===== src/sv/assert_macros.svh =====
// assertion macros for the banker's safety check block
// used by the top level only, expects clk_i and rst_ni in scope
`ifndef ASSERT_MACROS_SVH
`define ASSERT_MACROS_SVH

// property checked at every clock edge outside reset
`define BSC_ASSERT(lbl, prop, msg) \
  lbl: assert property (@(posedge clk_i) disable iff (!rst_ni) (prop)) \
    else $error(msg);

// implication checked in the cycle after the trigger
`define BSC_ASSERT_NEXT(lbl, pre, post, msg) \
  lbl: assert property (@(posedge clk_i) disable iff (!rst_ni) (pre) |=> (post)) \
    else $error(msg);

`endif


===== src/sv/bsc_pkg.sv =====
// shared types and constants for the banker's safety check block
// no dependencies
`default_nettype none

package bsc_pkg;

  localparam int MAX_PROCS_DEF  = 16;
  localparam int MAX_RES_DEF    = 8;
  localparam int COUNT_BITS_DEF = 16;

  localparam int KIND_W     = 2;
  localparam int PIDX_W     = 4;
  localparam int RIDX_W     = 3;
  localparam int AMOUNT_W   = 16;
  localparam int ID_W       = 4;
  localparam int NPROCS_W   = 5;
  localparam int NRES_W     = 4;
  localparam int CFG_IDX_W  = 1;
  localparam int CFG_DATA_W = 5;

  localparam logic [CFG_IDX_W-1:0] CFG_NUM_PROCS = 1'b0;
  localparam logic [CFG_IDX_W-1:0] CFG_NUM_RES   = 1'b1;

  typedef enum logic [KIND_W-1:0] {
    KIND_ALLOC = 2'd0,
    KIND_CLAIM = 2'd1,
    KIND_AVAIL = 2'd2,
    KIND_RUN   = 2'd3
  } bsc_kind_e;

  typedef struct packed {
    logic avail_we;
    logic init;
    logic step;
    logic commit;
  } bsc_work_cmd_t;

endpackage

`default_nettype wire


===== src/sv/bsc_table_mem.sv =====
// allocation and maximum-claim table memory, one word per process and resource
// each half written on its own, with per-entry valid flags so reset reads as zero
`default_nettype none

module bsc_table_mem #(
  parameter int DEPTH = bsc_pkg::MAX_PROCS_DEF * bsc_pkg::MAX_RES_DEF,
  parameter int CW    = bsc_pkg::COUNT_BITS_DEF
) (
  input  wire logic                                clk_i,
  input  wire logic                                rst_ni,
  input  wire logic                                we_alloc_i,
  input  wire logic                                we_claim_i,
  input  wire logic [((DEPTH > 1) ? $clog2(DEPTH) : 1)-1:0] waddr_i,
  input  wire logic [CW-1:0]                       wdata_i,
  input  wire logic                                re_i,
  input  wire logic [((DEPTH > 1) ? $clog2(DEPTH) : 1)-1:0] raddr_i,
  output logic      [CW-1:0]                       alloc_o,
  output logic      [CW-1:0]                       claim_o
);

  logic [2*CW-1:0] mem_q [DEPTH];
  logic [2*CW-1:0] rdata_q;
  logic [DEPTH-1:0] alloc_vld_q, claim_vld_q;
  logic alloc_rvld_q, claim_rvld_q;

  always_ff @(posedge clk_i) begin
    if (we_alloc_i) begin
      mem_q[waddr_i][CW-1:0] <= wdata_i;
    end
    if (we_claim_i) begin
      mem_q[waddr_i][2*CW-1:CW] <= wdata_i;
    end
    if (re_i) begin
      rdata_q <= mem_q[raddr_i];
    end
  end

  always_ff @(posedge clk_i or negedge rst_ni) begin
    if (!rst_ni) begin
      alloc_vld_q  <= '0;
      claim_vld_q  <= '0;
      alloc_rvld_q <= 1'b0;
      claim_rvld_q <= 1'b0;
    end else begin
      if (we_alloc_i) begin
        alloc_vld_q[waddr_i] <= 1'b1;
      end
      if (we_claim_i) begin
        claim_vld_q[waddr_i] <= 1'b1;
      end
      if (re_i) begin
        alloc_rvld_q <= alloc_vld_q[raddr_i];
        claim_rvld_q <= claim_vld_q[raddr_i];
      end
    end
  end

  assign alloc_o = alloc_rvld_q ? rdata_q[CW-1:0]    : '0;
  assign claim_o = claim_rvld_q ? rdata_q[2*CW-1:CW] : '0;

endmodule

`default_nettype wire


===== src/sv/bsc_order_mem.sv =====
// safe order memory, one write and one registered read port
// no dependencies beyond bsc_pkg defaults
`default_nettype none

module bsc_order_mem #(
  parameter int DEPTH = bsc_pkg::MAX_PROCS_DEF,
  parameter int DW    = bsc_pkg::ID_W
) (
  input  wire logic                                         clk_i,
  input  wire logic                                         we_i,
  input  wire logic [((DEPTH > 1) ? $clog2(DEPTH) : 1)-1:0] waddr_i,
  input  wire logic [DW-1:0]                                wdata_i,
  input  wire logic                                         re_i,
  input  wire logic [((DEPTH > 1) ? $clog2(DEPTH) : 1)-1:0] raddr_i,
  output logic      [DW-1:0]                                rdata_o
);

  logic [DW-1:0] mem_q [DEPTH];

  always_ff @(posedge clk_i) begin
    if (we_i) begin
      mem_q[waddr_i] <= wdata_i;
    end
    if (re_i) begin
      rdata_o <= mem_q[raddr_i];
    end
  end

endmodule

`default_nettype wire


===== src/sv/bsc_work_unit.sv =====
// available and work vectors with the need check and saturating add-back
// depends on bsc_pkg for the command struct
`default_nettype none

module bsc_work_unit #(
  parameter int MAX_RES    = bsc_pkg::MAX_RES_DEF,
  parameter int COUNT_BITS = bsc_pkg::COUNT_BITS_DEF
) (
  input  wire logic                                           clk_i,
  input  wire logic                                           rst_ni,
  input  wire bsc_pkg::bsc_work_cmd_t                         cmd_i,
  input  wire logic [((MAX_RES > 1) ? $clog2(MAX_RES) : 1)-1:0] avail_col_i,
  input  wire logic [COUNT_BITS-1:0]                          avail_data_i,
  input  wire logic [((MAX_RES > 1) ? $clog2(MAX_RES) : 1)-1:0] col_i,
  input  wire logic [COUNT_BITS-1:0]                          alloc_i,
  input  wire logic [COUNT_BITS-1:0]                          claim_i,
  output logic                                                fit_o
);

  localparam int RIW = (MAX_RES > 1) ? $clog2(MAX_RES) : 1;
  localparam int WW  = COUNT_BITS + 4;
  localparam int SW  = WW + 1;

  logic [COUNT_BITS-1:0] avail_q [MAX_RES];
  logic [WW-1:0]         work_q  [MAX_RES];
  logic [WW-1:0]         tmp_q   [MAX_RES];
  logic [COUNT_BITS-1:0] need;
  logic [SW-1:0]         sum;
  logic [WW-1:0]         sat;

  always_comb begin
    need  = (claim_i >= alloc_i) ? (claim_i - alloc_i) : (alloc_i - claim_i);
    sum   = SW'(work_q[col_i]) + SW'(alloc_i);
    sat   = sum[WW] ? '1 : sum[WW-1:0];
    fit_o = WW'(need) <= work_q[col_i];
  end

  always_ff @(posedge clk_i or negedge rst_ni) begin
    if (!rst_ni) begin
      for (int j = 0; j < MAX_RES; j++) begin
        avail_q[j] <= '0;
        work_q[j]  <= '0;
      end
    end else begin
      if (cmd_i.avail_we) begin
        avail_q[avail_col_i] <= avail_data_i;
      end
      if (cmd_i.init) begin
        for (int j = 0; j < MAX_RES; j++) begin
          work_q[j] <= WW'(avail_q[j]);
        end
      end else if (cmd_i.commit) begin
        // the final column's sum lands in the same cycle as the commit
        for (int j = 0; j < MAX_RES; j++) begin
          work_q[j] <= (cmd_i.step && (RIW'(j) == col_i)) ? sat : tmp_q[j];
        end
      end
    end
  end

  always_ff @(posedge clk_i) begin
    if (cmd_i.step) begin
      tmp_q[col_i] <= sat;
    end
  end

endmodule

`default_nettype wire


===== src/sv/bankers_safety_check_unit.sv =====
// top level of the banker's safety check: command port, config port, run sequencer
// depends on bsc_pkg, bsc_table_mem, bsc_order_mem, bsc_work_unit, assert_macros.svh
//
// usage
//   config word: cfg_valid_i/cfg_ready_o with cfg_index_i and cfg_data_i; register 0 is the
//   process count, register 1 the resource type count; a word is taken when both are high
//   command word: taken when start_i is high and busy_o is low; kinds 0..2 write one
//   allocation, claim or available entry in that cycle and keep busy_o low, so one
//   load word per cycle is taken
//   run word: busy_o rises for the whole check; each pass scans the processes in order,
//   skips finished ones and sweeps each unfinished one with one table memory read per
//   resource, over the resource count nr in use; up to np+1 passes
//   results: done_o strobes for one cycle per result; a safe run gives np results on
//   consecutive cycles read from the order memory after the final pass, last_o on the
//   final one; an unsafe run gives one result in the cycle after the final pass
//   busy_o falls in the cycle the final result shows, so the next word may follow at once
//   the receiver cannot stall, so results are never held back
//   reset: counts return to one, available counts clear, tables read as zero through
//   per-entry valid flags, so no clearing pass is needed
`default_nettype none
`include "assert_macros.svh"

module bankers_safety_check_unit #(
  parameter int MAX_PROCS  = bsc_pkg::MAX_PROCS_DEF,
  parameter int MAX_RES    = bsc_pkg::MAX_RES_DEF,
  parameter int COUNT_BITS = bsc_pkg::COUNT_BITS_DEF
) (
  input  wire logic                             clk_i,
  input  wire logic                             rst_ni,
  input  wire logic                             cfg_valid_i,
  output logic                                  cfg_ready_o,
  input  wire logic [bsc_pkg::CFG_IDX_W-1:0]    cfg_index_i,
  input  wire logic [bsc_pkg::CFG_DATA_W-1:0]   cfg_data_i,
  input  wire logic                             start_i,
  output logic                                  busy_o,
  input  wire logic [bsc_pkg::KIND_W-1:0]       kind_i,
  input  wire logic [bsc_pkg::PIDX_W-1:0]       process_index_i,
  input  wire logic [bsc_pkg::RIDX_W-1:0]       resource_index_i,
  input  wire logic [bsc_pkg::AMOUNT_W-1:0]     amount_i,
  output logic                                  done_o,
  output logic                                  safe_o,
  output logic                                  has_process_o,
  output logic      [bsc_pkg::ID_W-1:0]         process_id_o,
  output logic                                  last_o
);

  localparam int PIW   = (MAX_PROCS > 1) ? $clog2(MAX_PROCS) : 1;
  localparam int RIW   = (MAX_RES > 1) ? $clog2(MAX_RES) : 1;
  localparam int PCW   = $clog2(MAX_PROCS + 1);
  localparam int RCW   = $clog2(MAX_RES + 1);
  localparam int DEPTH = MAX_PROCS * MAX_RES;
  localparam int AW    = (DEPTH > 1) ? $clog2(DEPTH) : 1;

  localparam logic [1:0] S_IDLE  = 2'd0;
  localparam logic [1:0] S_SCAN  = 2'd1;
  localparam logic [1:0] S_SWEEP = 2'd2;
  localparam logic [1:0] S_EMIT  = 2'd3;

  logic [1:0] state_q, state_d;
  logic [PCW-1:0] pi_q, pi_d, np_q, np_d, cnt_q, cnt_d, ek_q, ek_d;
  logic [RCW-1:0] ri_q, ri_d, nr_q, nr_d;
  logic [RIW-1:0] rj_q, rj_d;
  logic rd_vld_q, rd_vld_d, rd_last_q, rd_last_d, fits_q, fits_d;
  logic progress_q, progress_d, e_vld_q, e_vld_d, e_last_q, e_last_d;
  logic [MAX_PROCS-1:0] fin_q, fin_d;
  logic [bsc_pkg::NPROCS_W-1:0] nprocs_cfg_q;
  logic [bsc_pkg::NRES_W-1:0]   nres_cfg_q;
  logic [PCW-1:0] np_clamp;
  logic [RCW-1:0] nr_clamp;

  logic done_q, done_d, safe_q, safe_d, has_q, has_d, last_q, last_d;
  logic [bsc_pkg::ID_W-1:0] pid_q, pid_d;

  logic load_acc, run_acc, p_ok, r_ok;
  logic tbl_we_alloc, tbl_we_claim, tbl_re;
  logic [AW-1:0] tbl_waddr, tbl_raddr;
  logic [COUNT_BITS-1:0] tbl_wdata, alloc, claim;
  logic ord_we, ord_re;
  logic [PIW-1:0] ord_waddr, ord_raddr;
  logic [bsc_pkg::ID_W-1:0] ord_wdata, ord_rdata;
  bsc_pkg::bsc_work_cmd_t cmd;
  logic [RIW-1:0] wcol;
  logic fit;

  assign busy_o      = (state_q != S_IDLE);
  assign cfg_ready_o = !busy_o;

  // count registers, zero taken as one and large values as the maximum
  always_comb begin
    if (nprocs_cfg_q == '0) begin
      np_clamp = PCW'(1);
    end else if (32'(nprocs_cfg_q) > MAX_PROCS) begin
      np_clamp = PCW'(MAX_PROCS);
    end else begin
      np_clamp = PCW'(nprocs_cfg_q);
    end
    if (nres_cfg_q == '0) begin
      nr_clamp = RCW'(1);
    end else if (32'(nres_cfg_q) > MAX_RES) begin
      nr_clamp = RCW'(MAX_RES);
    end else begin
      nr_clamp = RCW'(nres_cfg_q);
    end
  end

  // load word decode
  always_comb begin
    load_acc     = start_i && !busy_o && (kind_i != bsc_pkg::KIND_RUN);
    run_acc      = start_i && !busy_o && (kind_i == bsc_pkg::KIND_RUN);
    p_ok         = 32'(process_index_i) < MAX_PROCS;
    r_ok         = 32'(resource_index_i) < MAX_RES;
    tbl_we_alloc = load_acc && (kind_i == bsc_pkg::KIND_ALLOC) && p_ok && r_ok;
    tbl_we_claim = load_acc && (kind_i == bsc_pkg::KIND_CLAIM) && p_ok && r_ok;
    tbl_waddr    = AW'(32'(process_index_i) * MAX_RES + 32'(resource_index_i));
    tbl_wdata    = COUNT_BITS'(amount_i);
    wcol         = RIW'(resource_index_i);
    tbl_raddr    = AW'(32'(pi_q) * MAX_RES + 32'(ri_q));
    ord_waddr    = cnt_q[PIW-1:0];
    ord_wdata    = bsc_pkg::ID_W'(pi_q);
    ord_raddr    = ek_q[PIW-1:0];
  end

  always_comb begin
    state_d    = state_q;
    pi_d       = pi_q;
    np_d       = np_q;
    nr_d       = nr_q;
    cnt_d      = cnt_q;
    ek_d       = ek_q;
    ri_d       = ri_q;
    rj_d       = rj_q;
    rd_vld_d   = 1'b0;
    rd_last_d  = rd_last_q;
    fits_d     = fits_q;
    progress_d = progress_q;
    e_vld_d    = 1'b0;
    e_last_d   = e_last_q;
    fin_d      = fin_q;
    done_d     = 1'b0;
    safe_d     = safe_q;
    has_d      = has_q;
    pid_d      = pid_q;
    last_d     = last_q;
    tbl_re     = 1'b0;
    ord_we     = 1'b0;
    ord_re     = 1'b0;
    cmd.avail_we = load_acc && (kind_i == bsc_pkg::KIND_AVAIL) && r_ok;
    cmd.init     = 1'b0;
    cmd.step     = 1'b0;
    cmd.commit   = 1'b0;

    unique case (state_q)
      S_IDLE: begin
        if (run_acc) begin
          np_d       = np_clamp;
          nr_d       = nr_clamp;
          cmd.init   = 1'b1;
          fin_d      = '0;
          cnt_d      = '0;
          pi_d       = '0;
          progress_d = 1'b0;
          state_d    = S_SCAN;
        end
      end
      S_SCAN: begin
        if (pi_q == np_q) begin
          if (progress_q) begin
            pi_d       = '0;
            progress_d = 1'b0;
          end else if (cnt_q == np_q) begin
            ek_d    = '0;
            state_d = S_EMIT;
          end else begin
            done_d  = 1'b1;
            safe_d  = 1'b0;
            has_d   = 1'b0;
            pid_d   = '0;
            last_d  = 1'b1;
            state_d = S_IDLE;
          end
        end else if (fin_q[pi_q[PIW-1:0]]) begin
          pi_d = pi_q + 1'b1;
        end else begin
          ri_d    = '0;
          fits_d  = 1'b1;
          state_d = S_SWEEP;
        end
      end
      S_SWEEP: begin
        if (ri_q != nr_q) begin
          tbl_re    = 1'b1;
          rd_vld_d  = 1'b1;
          rj_d      = ri_q[RIW-1:0];
          rd_last_d = (ri_q == nr_q - 1'b1);
          ri_d      = ri_q + 1'b1;
        end
        if (rd_vld_q) begin
          cmd.step = 1'b1;
          fits_d   = fits_q && fit;
          if (rd_last_q) begin
            if (fits_q && fit) begin
              cmd.commit             = 1'b1;
              fin_d[pi_q[PIW-1:0]]   = 1'b1;
              ord_we                 = 1'b1;
              cnt_d                  = cnt_q + 1'b1;
              progress_d             = 1'b1;
            end
            pi_d    = pi_q + 1'b1;
            state_d = S_SCAN;
          end
        end
      end
      S_EMIT: begin
        if (ek_q != cnt_q) begin
          ord_re   = 1'b1;
          e_vld_d  = 1'b1;
          e_last_d = (ek_q == cnt_q - 1'b1);
          ek_d     = ek_q + 1'b1;
        end
        if (e_vld_q) begin
          done_d = 1'b1;
          safe_d = 1'b1;
          has_d  = 1'b1;
          pid_d  = ord_rdata;
          last_d = e_last_q;
          if (e_last_q) begin
            state_d = S_IDLE;
          end
        end
      end
    endcase
  end

  always_ff @(posedge clk_i or negedge rst_ni) begin
    if (!rst_ni) begin
      state_q      <= S_IDLE;
      pi_q         <= '0;
      np_q         <= PCW'(1);
      nr_q         <= RCW'(1);
      cnt_q        <= '0;
      ek_q         <= '0;
      ri_q         <= '0;
      rj_q         <= '0;
      rd_vld_q     <= 1'b0;
      rd_last_q    <= 1'b0;
      fits_q       <= 1'b0;
      progress_q   <= 1'b0;
      e_vld_q      <= 1'b0;
      e_last_q     <= 1'b0;
      fin_q        <= '0;
      done_q       <= 1'b0;
      nprocs_cfg_q <= bsc_pkg::NPROCS_W'(1);
      nres_cfg_q   <= bsc_pkg::NRES_W'(1);
    end else begin
      state_q    <= state_d;
      pi_q       <= pi_d;
      np_q       <= np_d;
      nr_q       <= nr_d;
      cnt_q      <= cnt_d;
      ek_q       <= ek_d;
      ri_q       <= ri_d;
      rj_q       <= rj_d;
      rd_vld_q   <= rd_vld_d;
      rd_last_q  <= rd_last_d;
      fits_q     <= fits_d;
      progress_q <= progress_d;
      e_vld_q    <= e_vld_d;
      e_last_q   <= e_last_d;
      fin_q      <= fin_d;
      done_q     <= done_d;
      if (cfg_valid_i && cfg_ready_o) begin
        unique case (cfg_index_i)
          bsc_pkg::CFG_NUM_PROCS: nprocs_cfg_q <= cfg_data_i[bsc_pkg::NPROCS_W-1:0];
          bsc_pkg::CFG_NUM_RES:   nres_cfg_q   <= cfg_data_i[bsc_pkg::NRES_W-1:0];
        endcase
      end
    end
  end

  always_ff @(posedge clk_i) begin
    safe_q <= safe_d;
    has_q  <= has_d;
    pid_q  <= pid_d;
    last_q <= last_d;
  end

  assign done_o        = done_q;
  assign safe_o        = safe_q;
  assign has_process_o = has_q;
  assign process_id_o  = pid_q;
  assign last_o        = last_q;

  bsc_table_mem #(
    .DEPTH (DEPTH),
    .CW    (COUNT_BITS)
  ) u_table (
    .clk_i      (clk_i),
    .rst_ni     (rst_ni),
    .we_alloc_i (tbl_we_alloc),
    .we_claim_i (tbl_we_claim),
    .waddr_i    (tbl_waddr),
    .wdata_i    (tbl_wdata),
    .re_i       (tbl_re),
    .raddr_i    (tbl_raddr),
    .alloc_o    (alloc),
    .claim_o    (claim)
  );

  bsc_order_mem #(
    .DEPTH (MAX_PROCS),
    .DW    (bsc_pkg::ID_W)
  ) u_order (
    .clk_i   (clk_i),
    .we_i    (ord_we),
    .waddr_i (ord_waddr),
    .wdata_i (ord_wdata),
    .re_i    (ord_re),
    .raddr_i (ord_raddr),
    .rdata_o (ord_rdata)
  );

  bsc_work_unit #(
    .MAX_RES    (MAX_RES),
    .COUNT_BITS (COUNT_BITS)
  ) u_work (
    .clk_i        (clk_i),
    .rst_ni       (rst_ni),
    .cmd_i        (cmd),
    .avail_col_i  (wcol),
    .avail_data_i (tbl_wdata),
    .col_i        (rj_q),
    .alloc_i      (alloc),
    .claim_i      (claim),
    .fit_o        (fit)
  );

  `BSC_ASSERT(a_fin_count, $countones(fin_q) == 32'(cnt_q), "finished flags and count disagree")
  `BSC_ASSERT(a_done_from_run, done_o |-> $past(busy_o), "result word without a run")
  `BSC_ASSERT(a_last_frees, (done_o && last_o) |-> !busy_o, "busy held after final result")
  `BSC_ASSERT_NEXT(a_sweep_room, state_q == S_SCAN && state_d == S_SWEEP,
                   cnt_q < np_q, "sweep started with every process finished")

endmodule

`default_nettype wire


===== config.mk =====
export PLATFORM = sky130hd
export DESIGN_NAME = bankers_safety_check_unit
export DESIGN_NICKNAME = d
export VERILOG_FILES = /design/src/sv/bsc_pkg.sv /design/src/sv/bsc_table_mem.sv /design/src/sv/bsc_order_mem.sv /design/src/sv/bsc_work_unit.sv /design/src/sv/bankers_safety_check_unit.sv
export VERILOG_INCLUDE_DIRS = /design/src /design/src/sv
export SDC_FILE = /design/constraint.sdc
export NUM_CORES = 2
export LEC_CHECK = 0
export BUFFER_PORTS_ARGS = -buffer_cell sky130_fd_sc_hd__buf_2
export CAP_MARGIN = 20
export CORE_UTILIZATION = 65
export CTS_BUF_LIST = sky130_fd_sc_hd__clkbuf_16
export DETAILED_ROUTE_END_ITERATION = 10
export PLACE_DENSITY = 0.81
export RECOVER_POWER = 25
export SLEW_MARGIN = 20
export SYNTH_ARGS = -nofsm -noshare
export SYNTH_HDL_FRONTEND = slang
export SYNTH_HIERARCHICAL = 1
export SYNTH_MEMORY_MAX_BITS = 65536
export SYNTH_SLANG_ARGS = --single-unit

===== constraint.sdc =====
create_clock -name clk_i -period 13.4 [get_ports clk_i]
set_input_delay 0.67 -clock clk_i [delete_from_list [all_inputs] [get_ports clk_i]]
set_output_delay 0.67 -clock clk_i [all_outputs]
set_load 0.005 [all_outputs]

==> results by group <==
Clocking
  – H-tree levels: 5
  – Root Buffer: clkbuf_16
  – CTS tree: yes
  – CTS Sinks: 4973
  – Worst-path clk slew: 60 ps
  – Num CTS Buffers: 466
  – CTS max path bufs: 4
  – Worst-Skew Late Latency: 1040 ps
  – Post_cts resized: 0

Timing
  – Fin. max-slew vios: 2993
  – Clock Skew: 103 ps
  – FMAX: 110 MHz
  – Final worst slack: 4310 ps
  – Crit share post-route: 0.679
  – Rel. slew slack: -4.07
  – Final hold violations: 0
  – Worst Tran Pin Value: 7600 ps
  – Final hold slack: 228 ps
  – # setup viols final: 0
  – Fin Setup TNS: 0 ps
  – Crit path time final: 9090 ps
  – RSZ-0062 raised after global routing: false

Detailed routing
  – Antenna-violating nets left: 0
  – Wirelength per Cell: 38.8 um
  – Via Count: 107000
  – Drt via density: 7.44
  – Detailed-route DRC error count: 0
  – Drt pass-1 iters: 6
  – Initial DRC Count: 18200
  – Drt total wl: 560000 um

Pwr
  – Register share of total power: 0.432
  – Switching share of power: 0.292
  – Tot Pwr: 41.3 mW
  – LEAKAGE: 73.4 nW
  – Combinational share of power: 0.250
  – Cell internal pwr: 29.2 mW
  – Cell Pwr Density: 189 nW/um^2
  – Max VDD drop: 0.181 mV
  – Switching pwr: 12.0 mW
  – Clock share of power: 0.318

Die
  – Placeable Area: 300000 sq um
  – Die Span X: 552 um
  – Initial Utilization: 0.655
  – FP Rows: 201
  – Die Area: 305000 sq um
  – Ports: 45
  – Die height: 552 um

GRT
  – Met3 GRT Util: 0.0954
  – Pin count of the biggest net entering global routing: 159
  – First-pass GRT wire length: 795000 um
  – Vias in the first global route: 110000
  – Global route overflow: 0
  – M2 GR Usage: 0.573
  – Antenna violations before repair: 40
  – Gr usage total: 0.368
  – M1 GR Usage: 0.484
  – Most Crowded Layer GR: met2

Synth
  – Syn nets: 9754
  – Yosys cell types: 93
  – Yosys warns: 6
  – Seq/Total Area, Yosys: 0.744
  – Number of flops mapped to enable cells by yosys: 4362
  – Synthesized flop and latch total: 4973
  – Main synth FF type: edfxtp_1
  – Mapped Avg Cell Area: 20.4 sq um
  – Async set-reset flop share out of synthesis: 0.123
  – Cells after synthesis: 9637
  – Post-Syn Area: 197000 sq um

Placement
  – GPL Wtd Cong: 0.885
  – Setup WS pre-CTS: 4520 ps
  – I/O Buffers: 44
  – Final HPWL from detailed placement: 294000 um

Critical path
  – Critical Path AT: 9870 ps
  – Type of origin of the critical path: flip-flop
  – Reg-to-reg slack, setup: 4310 ps
  – Crit path capture type: flip-flop
  – Max stage delay on crit path: 860 ps
  – Req. time, crit path: 14170 ps
  – Crit path max fanout: 97
  – Crit Path Class: reg2reg
  – Critical-path top delay cell: buf_4

Status
  – Status: finished with violations
  – Failing checks: capacitance limit, slew limit

Finish
  – Nets: 10200
  – Util after Layout: 0.726
  – Most frequent cells in the layout: edfxtp_1, mux4_2, dfrtp_1
  – Most common cell after layout, fill and taps aside: edfxtp_1
  – Area Overhead vs Synth: 10.9%
  – Share of layout cells above drive strength 1: 0.277
  – Fillcell total: 15600

Job
  – Max Cap Violations: 34

Min path
  – Min-delay worst type: in2reg
==> Yosys cell counts (69+ instances only) <==
cell / instances / area (sq um)
a21oi_1: 130 / 651
a31oi_1: 146 / 913
buf_2: 125 / 626
clkbuf_1: 311 / 1170
dfrtp_1: 607 / 15200
edfxtp_1: 4362 / 131000
ha_1: 79 / 988
inv_1: 168 / 631
mux2_2: 145 / 1630
mux2i_1: 216 / 2160
mux4_2: 1307 / 29400
nand2_1: 335 / 1260
nand3_1: 92 / 460
nor2_1: 350 / 1310
nor2b_1: 157 / 982
o211ai_1: 69 / 518
o221ai_1: 133 / 1160
or2_2: 258 / 1610
==> registers in the layout, summed over array words and instances, names as in the netlist, 16 cells and up <==
register and flops:
u_work/work_q 160, fin_q 16, u_work/avail_q 128, u_table/claim_vld_q 128, u_table/rdata_q 32, u_table/alloc_vld_q 128
u_table/mem_q 4096, u_order/mem_q 64, u_work/tmp_q 160
==> kinds of logic after synthesis <==
| group | synth area share |
|---|---|
| adder cells (fa/ha/maj) | 0.00533 |
| buffers and inverters | 0.0156 |
| multiplexers | 0.171 |
| AND/OR/NAND/NOR | 0.0343 |
| AO/OA/AOI/OAI | 0.0277 |
| XOR/XNOR | 0.00218 |
| flip-flops | 0.744 |
==> routing by layer <==
metal  wire (um)  vias to the layer above
met1      182000                    55000
met2      265000                    10000
li1            -                    40200
met5         215                        -
met3       76400                     2109
met4       37100                       28
==> through the flow <==
stage               std cells  area, sq um
floorplan                9637       197000
global placement        13500       203000
detailed placement      13500       203000
CTS                     14400       218000
global route            14400       218000
finish                  14400       218000
==> power by group through the flow <==
stage / logic (mW) / registers (mW) / clock network [mW]
finish: 10.3 / 17.8 / 13.1
global route: 10.7 / 17.9 / 13.7
CTS: 10.2 / 17.8 / 13.1
detailed placement: 9.90 / 18.1 / 0
global placement: 9.69 / 18.1 / 0
floorplan: 7.15 / 17.9 / 0
==> what timing repair did <==
item	CTS	global route
setup endpoints to repair	0	0
buffers inserted	0	0
endpoints found under the hold margin	103	0
hold buffers	6	0
==> area by class of cell <==
cell class	count	area, sq um	area share
Antenna cell	27	67.6	0.000310
Clock buffer	469	11700	0.0538
Clock inverter	399	3200	0.0147
Inverter	172	661	0.00303
Multi-Input combinational cell	3950	47500	0.218
Sequential cell	4973	146000	0.671
Tap cell	3958	4950	0.0227
Timing Repair Buffer	490	3630	0.0167
==> critical path, delay by kind of cell, from the launching register on <==
family / cells / cell delay (ps)
buf+inv: 4 / 2150
compound gates: 12 / 3250
xor+xnor: 1 / 180
mux: 1 / 330
simple gates: 4 / 1260
fa+ha+maj: 3 / 800
flops: 1 / 730
==> final timing paths <==
kind / cells past startpoint / to / startpoint
worst max-delay path: 25 / u_work/work_q[0]$_DFFE_PN0P_ / u_table/alloc_rvld_q$_DFFE_PN0P_
worst min-delay path: 3 / nres_cfg_q[0]$_DFFE_PN1P_ / cfg_index_i
worst max register to register: 25 / u_work/work_q[0]$_DFFE_PN0P_ / u_table/alloc_rvld_q$_DFFE_PN0P_
worst min register to register: 1 / u_table/alloc_vld_q[120]$_DFFE_PN0P_ / u_table/alloc_vld_q[120]$_DFFE_PN0P_
max in group asynchronous: 2 / ri_q[0]$_DFFE_PN0P_ / rst_ni
min in group asynchronous: 2 / u_table/alloc_vld_q[64]$_DFFE_PN0P_ / rst_ni
Power figures use the tool's default switching activity.
